## config.mk

```make
export PLATFORM = sky130hd
export DESIGN_NAME = tx_optical_power_monitor
export DESIGN_NICKNAME = d
export VERILOG_FILES = /design/src/rtl/txopm_pkg.sv /design/src/rtl/txopm_refresh.sv /design/src/rtl/tx_optical_power_monitor.sv
export SDC_FILE = /design/constraint.sdc
export NUM_CORES = 1
export LEC_CHECK = 0
export BUFFER_PORTS_ARGS = -buffer_cell sky130_fd_sc_hd__buf_2
export CORE_MARGIN = 2
export CORE_UTILIZATION = 37
export CTS_CLUSTER_SIZE = 14
export DETAILED_ROUTE_END_ITERATION = 12
export SETUP_SLACK_MARGIN = 0.15
export SYNTH_ARGS = -nofsm -noshare
export SYNTH_HDL_FRONTEND = slang
export SYNTH_SLANG_ARGS = --single-unit
```

## constraint.sdc

```tcl
create_clock -name clk_i -period 7.53 [get_ports clk_i]
set_clock_uncertainty 0.2 [all_clocks]
set_input_delay 0 -clock clk_i [delete_from_list [all_inputs] [get_ports clk_i]]
set_output_delay 0 -clock clk_i [all_outputs]
set_load 0.005 [all_outputs]
```

## src/rtl/txopm_pkg.sv

```systemverilog
`timescale 1ns / 1ps

package txopm_pkg;

  // Field widths of one poll pass and of one result.
  localparam int unsigned LaserW  = 4;
  localparam int unsigned SampleW = 16;
  localparam int unsigned CountW  = 16;
  localparam int unsigned PerW    = 11;

  // Packed stream widths, rounded up to whole bytes.
  localparam int unsigned InDataW  = 56;
  localparam int unsigned OutDataW = 72;

  // Configuration port.
  localparam int unsigned CfgIdxW  = 3;
  localparam int unsigned CfgDataW = 16;

  // Default refresh multiplier: passes per five seconds times this gives the period.
  localparam int unsigned RefreshMultDefault = 36;

  // Longest refresh period the 16-bit pass counter supports.
  localparam logic [16:0] PeriodMax = 17'h10000;

  // Register reset values.
  localparam logic signed [SampleW-1:0] DefectThrReset = -16'sd1000;
  localparam logic signed [SampleW-1:0] ClearThrReset  = -16'sd900;
  localparam logic [SampleW-1:0]        StepThrReset   = 16'd100;
  localparam logic signed [SampleW-1:0] AbsentReset    = -16'sd32768;
  localparam logic [PerW-1:0]           PerReset       = 11'd25;

  // Register indexes of the configuration port.
  typedef enum logic [CfgIdxW-1:0] {
    RegDefectThr = 3'd0,
    RegClearThr  = 3'd1,
    RegStepThr   = 3'd2,
    RegAbsent    = 3'd3,
    RegPer       = 3'd4
  } cfg_reg_e;

  // Which reading a pass stores.
  typedef enum logic [1:0] {
    PhaseBias  = 2'd0,
    PhaseTemp  = 2'd1,
    PhasePower = 2'd2
  } phase_e;

endpackage

```

## src/rtl/txopm_refresh.sv

```systemverilog
`timescale 1ns / 1ps

module txopm_refresh #(
  parameter int unsigned REFRESH_MULT = txopm_pkg::RefreshMultDefault
) (
  input  logic                       clk_i,
  input  logic                       rst_ni,
  input  logic                       advance_i,
  input  logic [txopm_pkg::PerW-1:0] per_i,
  output logic                       refresh_o
);
  import txopm_pkg::*;

  localparam int unsigned MultW = $clog2(REFRESH_MULT + 1);
  localparam int unsigned ProdW = PerW + MultW;
  localparam int unsigned CmpW  = (ProdW > 17) ? ProdW : 17;

  logic [PerW-1:0]   per_eff;
  logic [ProdW-1:0]  prod;
  logic [CmpW-1:0]   prod_ext;
  logic [16:0]       period;
  logic [16:0]       count_inc;
  logic [CountW-1:0] count_d, count_q;

  // A per_i value of zero is treated as one.
  assign per_eff  = (per_i == '0) ? PerW'(1) : per_i;
  assign prod     = ProdW'(per_eff) * ProdW'(REFRESH_MULT);
  assign prod_ext = CmpW'(prod);

  // Clip the period to what the pass counter can reach.
  assign period = (prod_ext > CmpW'(PeriodMax)) ? PeriodMax : 17'(prod_ext);

  // The refresh fires as soon as the next count reaches the period.
  assign count_inc = {1'b0, count_q} + 17'd1;
  assign refresh_o = (count_inc >= period);
  assign count_d   = refresh_o ? '0 : count_inc[CountW-1:0];

  always_ff @(posedge clk_i or negedge rst_ni) begin
    if (!rst_ni) begin
      count_q <= '0;
    end else if (advance_i) begin
      count_q <= count_d;
    end
  end

endmodule

```

## src/rtl/tx_optical_power_monitor.sv

```systemverilog
`timescale 1ns / 1ps

// Transmit optical power monitor.
// Each transaction on the s_axis channel is one poll pass of a transmit laser;
// tuser carries the read-error flag of that pass. Every pass yields exactly one
// result transaction on the m_axis channel with the stored readings, the
// low-power defect, the status-valid flag, the change flag and the change count.
// Passes rotate through bias, temperature and power; the first pass after reset
// stores temperature. The power pass checks for a large step and runs the
// defect hysteresis.
// The result is registered: a pass accepted in one cycle has its result valid in
// the next. One pass is accepted every cycle while the receiver does not stall,
// set by the single result register that also holds the monitor state; a new pass
// is taken in the same cycle that the waiting result is taken.
// When the receiver stalls, the result holds and s_axis_tready drops until it is
// taken. Reset clears the state, sets the stored power to the absent value, loads the
// register defaults and leaves no result pending. The cfg channel is always ready
// and should only be written while no result is pending.
module tx_optical_power_monitor #(
  parameter int unsigned REFRESH_MULT = txopm_pkg::RefreshMultDefault
) (
  input  logic                           clk_i,
  input  logic                           rst_ni,
  // Poll pass input.
  input  logic                           s_axis_tvalid,
  output logic                           s_axis_tready,
  // laser_state_in[3:0], bias_in[19:4], temp_in[35:20], power_in[51:36], zero pad
  input  logic [txopm_pkg::InDataW-1:0]  s_axis_tdata,
  // read_error
  input  logic                           s_axis_tuser,
  // Result output.
  output logic                           m_axis_tvalid,
  input  logic                           m_axis_tready,
  // laser_state_out[3:0], bias_out[19:4], temp_out[35:20], power_out[51:36],
  // low_power_defect[52], status_valid[53], changed[54], change_count[70:55], zero pad
  output logic [txopm_pkg::OutDataW-1:0] m_axis_tdata,
  // Configuration writes.
  input  logic                           cfg_valid_i,
  output logic                           cfg_ready_o,
  input  logic [txopm_pkg::CfgIdxW-1:0]  cfg_index_i,
  input  logic [txopm_pkg::CfgDataW-1:0] cfg_data_i
);
  import txopm_pkg::*;

  // Configuration registers.
  logic signed [SampleW-1:0] defect_thr_q, clear_thr_q, absent_q;
  logic [SampleW-1:0]        step_thr_q;
  logic [PerW-1:0]           per_q;

  // Monitor state, which doubles as the result register.
  logic [LaserW-1:0]         laser_q, laser_d;
  logic [SampleW-1:0]        bias_q, bias_d;
  logic signed [SampleW-1:0] temp_q, temp_d;
  logic signed [SampleW-1:0] power_q, power_d;
  logic                      defect_q, defect_d;
  logic                      valid_q, valid_d;
  logic                      changed_q, changed_d;
  logic [CountW-1:0]         count_q, count_d;
  phase_e                    phase_q, phase_d;
  logic                      out_valid_q;

  // Decoded input fields.
  logic [LaserW-1:0]         laser_in;
  logic [SampleW-1:0]        bias_in;
  logic signed [SampleW-1:0] temp_in;
  logic signed [SampleW-1:0] power_in;
  logic                      rd_err;

  logic                      accept;
  logic                      refresh;
  logic signed [SampleW:0]   power_diff;
  logic [SampleW:0]          power_abs;
  logic                      big_step;
  logic                      defect_new;

  assign laser_in = s_axis_tdata[3:0];
  assign bias_in  = s_axis_tdata[19:4];
  assign temp_in  = s_axis_tdata[35:20];
  assign power_in = s_axis_tdata[51:36];
  assign rd_err   = s_axis_tuser;

  // A pass enters when the result slot is empty or drains this cycle.
  assign s_axis_tready = !out_valid_q || m_axis_tready;
  assign accept        = s_axis_tvalid && s_axis_tready;
  assign cfg_ready_o   = 1'b1;

  txopm_refresh #(
    .REFRESH_MULT(REFRESH_MULT)
  ) u_refresh (
    .clk_i    (clk_i),
    .rst_ni   (rst_ni),
    .advance_i(accept),
    .per_i    (per_q),
    .refresh_o(refresh)
  );

  // Configuration register writes; unknown indexes are ignored.
  always_ff @(posedge clk_i or negedge rst_ni) begin
    if (!rst_ni) begin
      defect_thr_q <= DefectThrReset;
      clear_thr_q  <= ClearThrReset;
      step_thr_q   <= StepThrReset;
      absent_q     <= AbsentReset;
      per_q        <= PerReset;
    end else if (cfg_valid_i) begin
      case (cfg_index_i)
        RegDefectThr: defect_thr_q <= cfg_data_i;
        RegClearThr:  clear_thr_q  <= cfg_data_i;
        RegStepThr:   step_thr_q   <= cfg_data_i;
        RegAbsent:    absent_q     <= cfg_data_i;
        RegPer:       per_q        <= cfg_data_i[PerW-1:0];
        default: ;
      endcase
    end
  end

  // Next phase; the unused code returns to the bias phase.
  always_comb begin
    case (phase_q)
      PhaseBias: phase_d = PhaseTemp;
      PhaseTemp: phase_d = PhasePower;
      default:   phase_d = PhaseBias;
    endcase
  end

  // Power step magnitude against the stored power.
  assign power_diff = 17'(signed'(power_in)) - 17'(signed'(power_q));
  assign power_abs  = power_diff[SampleW] ? 17'(-power_diff) : 17'(power_diff);
  assign big_step   = (power_in != power_q) && (power_abs >= {1'b0, step_thr_q});

  // Defect hysteresis, forced off for the sentinel or an invalid status.
  always_comb begin
    if (power_in == absent_q || !valid_q) begin
      defect_new = 1'b0;
    end else if (power_in < defect_thr_q) begin
      defect_new = 1'b1;
    end else if (power_in > clear_thr_q) begin
      defect_new = 1'b0;
    end else begin
      defect_new = defect_q;
    end
  end

  // State update for one pass; a read error invalidates the status and stores no reading.
  always_comb begin
    laser_d   = laser_q;
    bias_d    = bias_q;
    temp_d    = temp_q;
    power_d   = power_q;
    defect_d  = defect_q;
    valid_d   = 1'b0;
    changed_d = 1'b0;
    if (!rd_err) begin
      valid_d   = 1'b1;
      laser_d   = laser_in;
      changed_d = (laser_in != laser_q) || refresh;
      case (phase_d)
        PhaseBias: bias_d = bias_in;
        PhaseTemp: temp_d = temp_in;
        default: begin
          power_d   = power_in;
          defect_d  = defect_new;
          changed_d = changed_d || big_step || (defect_new != defect_q);
        end
      endcase
    end
    count_d = changed_d ? count_q + CountW'(1) : count_q;
  end

  always_ff @(posedge clk_i or negedge rst_ni) begin
    if (!rst_ni) begin
      laser_q   <= '0;
      bias_q    <= '0;
      temp_q    <= '0;
      power_q   <= AbsentReset;
      defect_q  <= 1'b0;
      valid_q   <= 1'b0;
      changed_q <= 1'b0;
      count_q   <= '0;
      phase_q   <= PhaseBias;
    end else if (accept) begin
      laser_q   <= laser_d;
      bias_q    <= bias_d;
      temp_q    <= temp_d;
      power_q   <= power_d;
      defect_q  <= defect_d;
      valid_q   <= valid_d;
      changed_q <= changed_d;
      count_q   <= count_d;
      phase_q   <= phase_d;
    end
  end

  // Result slot occupancy.
  always_ff @(posedge clk_i or negedge rst_ni) begin
    if (!rst_ni) begin
      out_valid_q <= 1'b0;
    end else if (accept) begin
      out_valid_q <= 1'b1;
    end else if (m_axis_tready) begin
      out_valid_q <= 1'b0;
    end
  end

  assign m_axis_tvalid = out_valid_q;
  assign m_axis_tdata  = {1'b0, count_q, changed_q, valid_q, defect_q,
                          power_q, temp_q, bias_q, laser_q};

endmodule
```

==> reports/results.ini <==
[cells_and_area]
most-common-layout-cells = 148 x buf_2, 138 x dfrtp_1, 133 x nand2_1, 107 x o21ai_0, 93 x ha_1
multi_input_area_sq_mm = 0.005725
final_common_cell = buf_2
syn_to_final_growth_pct = 25.58
fillers = 2561
finalInstanceArea_sq_mm = 0.01305
regArea_sq_mm = 0.004163
nNetsFinal = 1479
drive_gt1_share_pct = 24.24
stdcell_count = 1694
antennaDiodeCount = 0

[placed_design]
port_buffers = 149
place_congestion = 0.8127
place_area_sq_mm = 0.01149
dp_cells = 1569
post-dp-hpwl_mm = 18.94

[clock_tree]
tritoncts = done
cts_htree_levels = 4
cts-resized-gates = 0
clk_pin_slew_ns = 0.07
clkLatencyLatePin_ns = 0.43
cts.sinks = 165
clock-root-buffer = clkbuf_16
postCtsHoldBufs = 93
cts_setup_buffers = 0
cts_max_path_buffers = 2
cts_buffers = 17

[sta]
post-route-period-util_pct = 86.72
tightest_slew_ns = 1.041
rsz0062_at_grt = no
drv_slew = 0
fmax_ghz = 0.1531
setup_viol = 0
finalSetupTns_ns = 0
fin_crit_ns = 6.530
holdWs_ns = 0.01377
hold_violations = 0
slew-limit-headroom_pct = 30.61

[pwr]
leakagePower_nw = 6.059
p_switching_w = 0.001724
combPwrFrac_pct = 48.7
p_sw_share_pct = 39.39
power_frac_seq_pct = 31.0
internal_power_w = 0.002653
p_clk_share_pct = 20.4
max-vdd-ir-drop_v = 0.0002035
total_power_w = 0.004377
p_per_area_mw_per_mm2 = 335.4

[die]
die_w_um = 171.6
coreArea_sq_mm = 0.02771
die_h_um = 171.6
fp.dieArea_sq_mm = 0.02944
start_util_pct = 37.50
row_count = 61
ios = 156

[drt]
detail-route-antenna-nets = 0
wl_per_cell_um = 15.33
vias_per_cell = 4.982
wl_met3_um = 766
num_vias = 8439
routed_wirelength_mm = 25.97
dr_wl_met2_mm = 13.31
drc_errors = 0
wirelength_met1_mm = 11.57
drt_first_pass_iters = 5
dr.first_iter.drc_count = 411
top_layer_used = met4

[grt]
grt-ovfl-total = 0
grt_max_degree = 62
first_global_vias = 8513
grt_pass1_wl_mm = 42.43
grt_antenna_before_repair = 0
grt_usage_pct = 18.17

[logic_synthesis]
synth_area_sq_mm = 0.01039
seq_area_frac_synth_pct = 40.07
synth.avg_cell_area_sq_um = 9.647
synthCells = 1077
ys_seq_elements = 165
synth_flop_cell = dfrtp_1
synth_nets = 1253
yosysUniqueCellTypes = 74
synth-edff-count = 0
ys.warnings.count = 0
async_flop_share_pct = 100.0

[outcome]
status = completed

[critical_path]
crit_type = flop to flop
ff2ff_setup_slack_ns = 1.00
max_stage_delay_ns = 0.70
worst_path_most_repeated_cell = o21ai_0
cp.required_ns = 7.63
start_kind = flop
crit_buf_inv = 3
endpoint_kind = flop
crit_fanout = 12
crit_family = compound AO/OA/AOI/OAI gates
worstPathArrival_ns = 6.63
crit_path_top_delay_cell = a221oi_4

[run]
drv_cap = 0

[worst_hold_path]
worst_hold_path_type = input port to flop

-- kinds of logic after synthesis --
logic type	share of synthesized area (%)
flip-flops	40.07
AND/OR/NAND/NOR	14.31
AO/OA/AOI/OAI	13.87
other	0.07228
XOR/XNOR	7.081
adder cells (fa/ha/maj)	11.58
buffers and inverters	4.986
multiplexers	8.032
-- stage by stage --
| step | util, % | setup slack [ns] |
|---|---|---|
| 2_1_floorplan | - | 1.883 |
| 3_3_place_gp | 41.48 | 1.156 |
| 3_5_place_dp | 41.48 | 1.034 |
| 4_1_cts | 47.09 | 1.030 |
| 5_1_grt | 47.09 | 0.6104 |
| 6_report | 47.09 | 1.000 |
-- metal layers --
| layer | global-route usage [%] | up-vias |
|---|---|---|
| li1 | - | 4197 |
| met3 | 2.945 | 24 |
| met5 | 0 | - |
| met2 | 32.41 | 140 |
| met4 | 4.532 | 0 |
| met1 | 22.85 | 4078 |
-- final cells by class --
type | count | share of cell area [%]
inverter | 85 | 2.445
clock buffer | 17 | 3.260
clock inverter | 15 | 1.390
sequential | 165 | 31.90
tap | 378 | 3.625
timing repair buffer | 250 | 13.49
multi-input combinational | 784 | 43.88
-- power groups by stage --
stage          logic, W  clock network, W  registers [W]
2_1_floorplan   0.00152                 0        0.00135
3_3_place_gp    0.00203                 0        0.00136
3_5_place_dp    0.00207                 0        0.00137
4_1_cts         0.00214          0.000912        0.00135
5_1_grt         0.00242          0.000952        0.00140
6_report        0.00213          0.000891        0.00135
-- Yosys cell counts, drive strengths merged (3+ instances only) --
cell     count  share of area, %
dfrtp      138                33
nand2      134               4.9
o21ai      110               5.3
ha          93                11
inv         85               3.1
mux2        72               7.8
xor2        52               4.4
nor2        38               1.4
a21oi       36               2.0
clkbuf      32               1.2
xnor2       32               2.7
dfstp       27               6.8
nand3       24               1.2
nand4       17               1.1
nand2b      16              0.96
and3        15              0.90
a21o        13              0.94
nor3        13              0.63
a211oi      11              0.94
buf         11              0.76
nor2b       10              0.60
a31oi        9              0.54
and2         9              0.54
nor4         9              0.69
a21boi       6              0.54
o21a         6              0.45
a2111oi      4              0.34
nor3b        4              0.29
o2111ai      4              0.34
or3          4              0.24
a221oi       3              0.48
o31ai        3              0.22
-- path summary, 6_finish.rpt --
| check | start | endpoint | cells after the start |
|---|---|---|---|
| max reg2reg | per_q[9] | count_q[12] | 27 |
| min reg2reg | count_q[15] | count_q[15] | 1 |
| min | cfg_valid_i | per_q[2] | 5 |
| max in group asynchronous | rst_ni | clear_thr_q[9] | 5 |
| max | per_q[9] | count_q[12] | 27 |
| min in group asynchronous | rst_ni | u_refresh.count_q[15] | 4 |
-- worst min-delay path, delay by kind of cell --
kind                   cells  cell delay (ns)
and+or+nand+nor            2             0.10
buffers and inverters      2             0.27
muxes                      1             0.22
(Power assumes the default switching activity.)
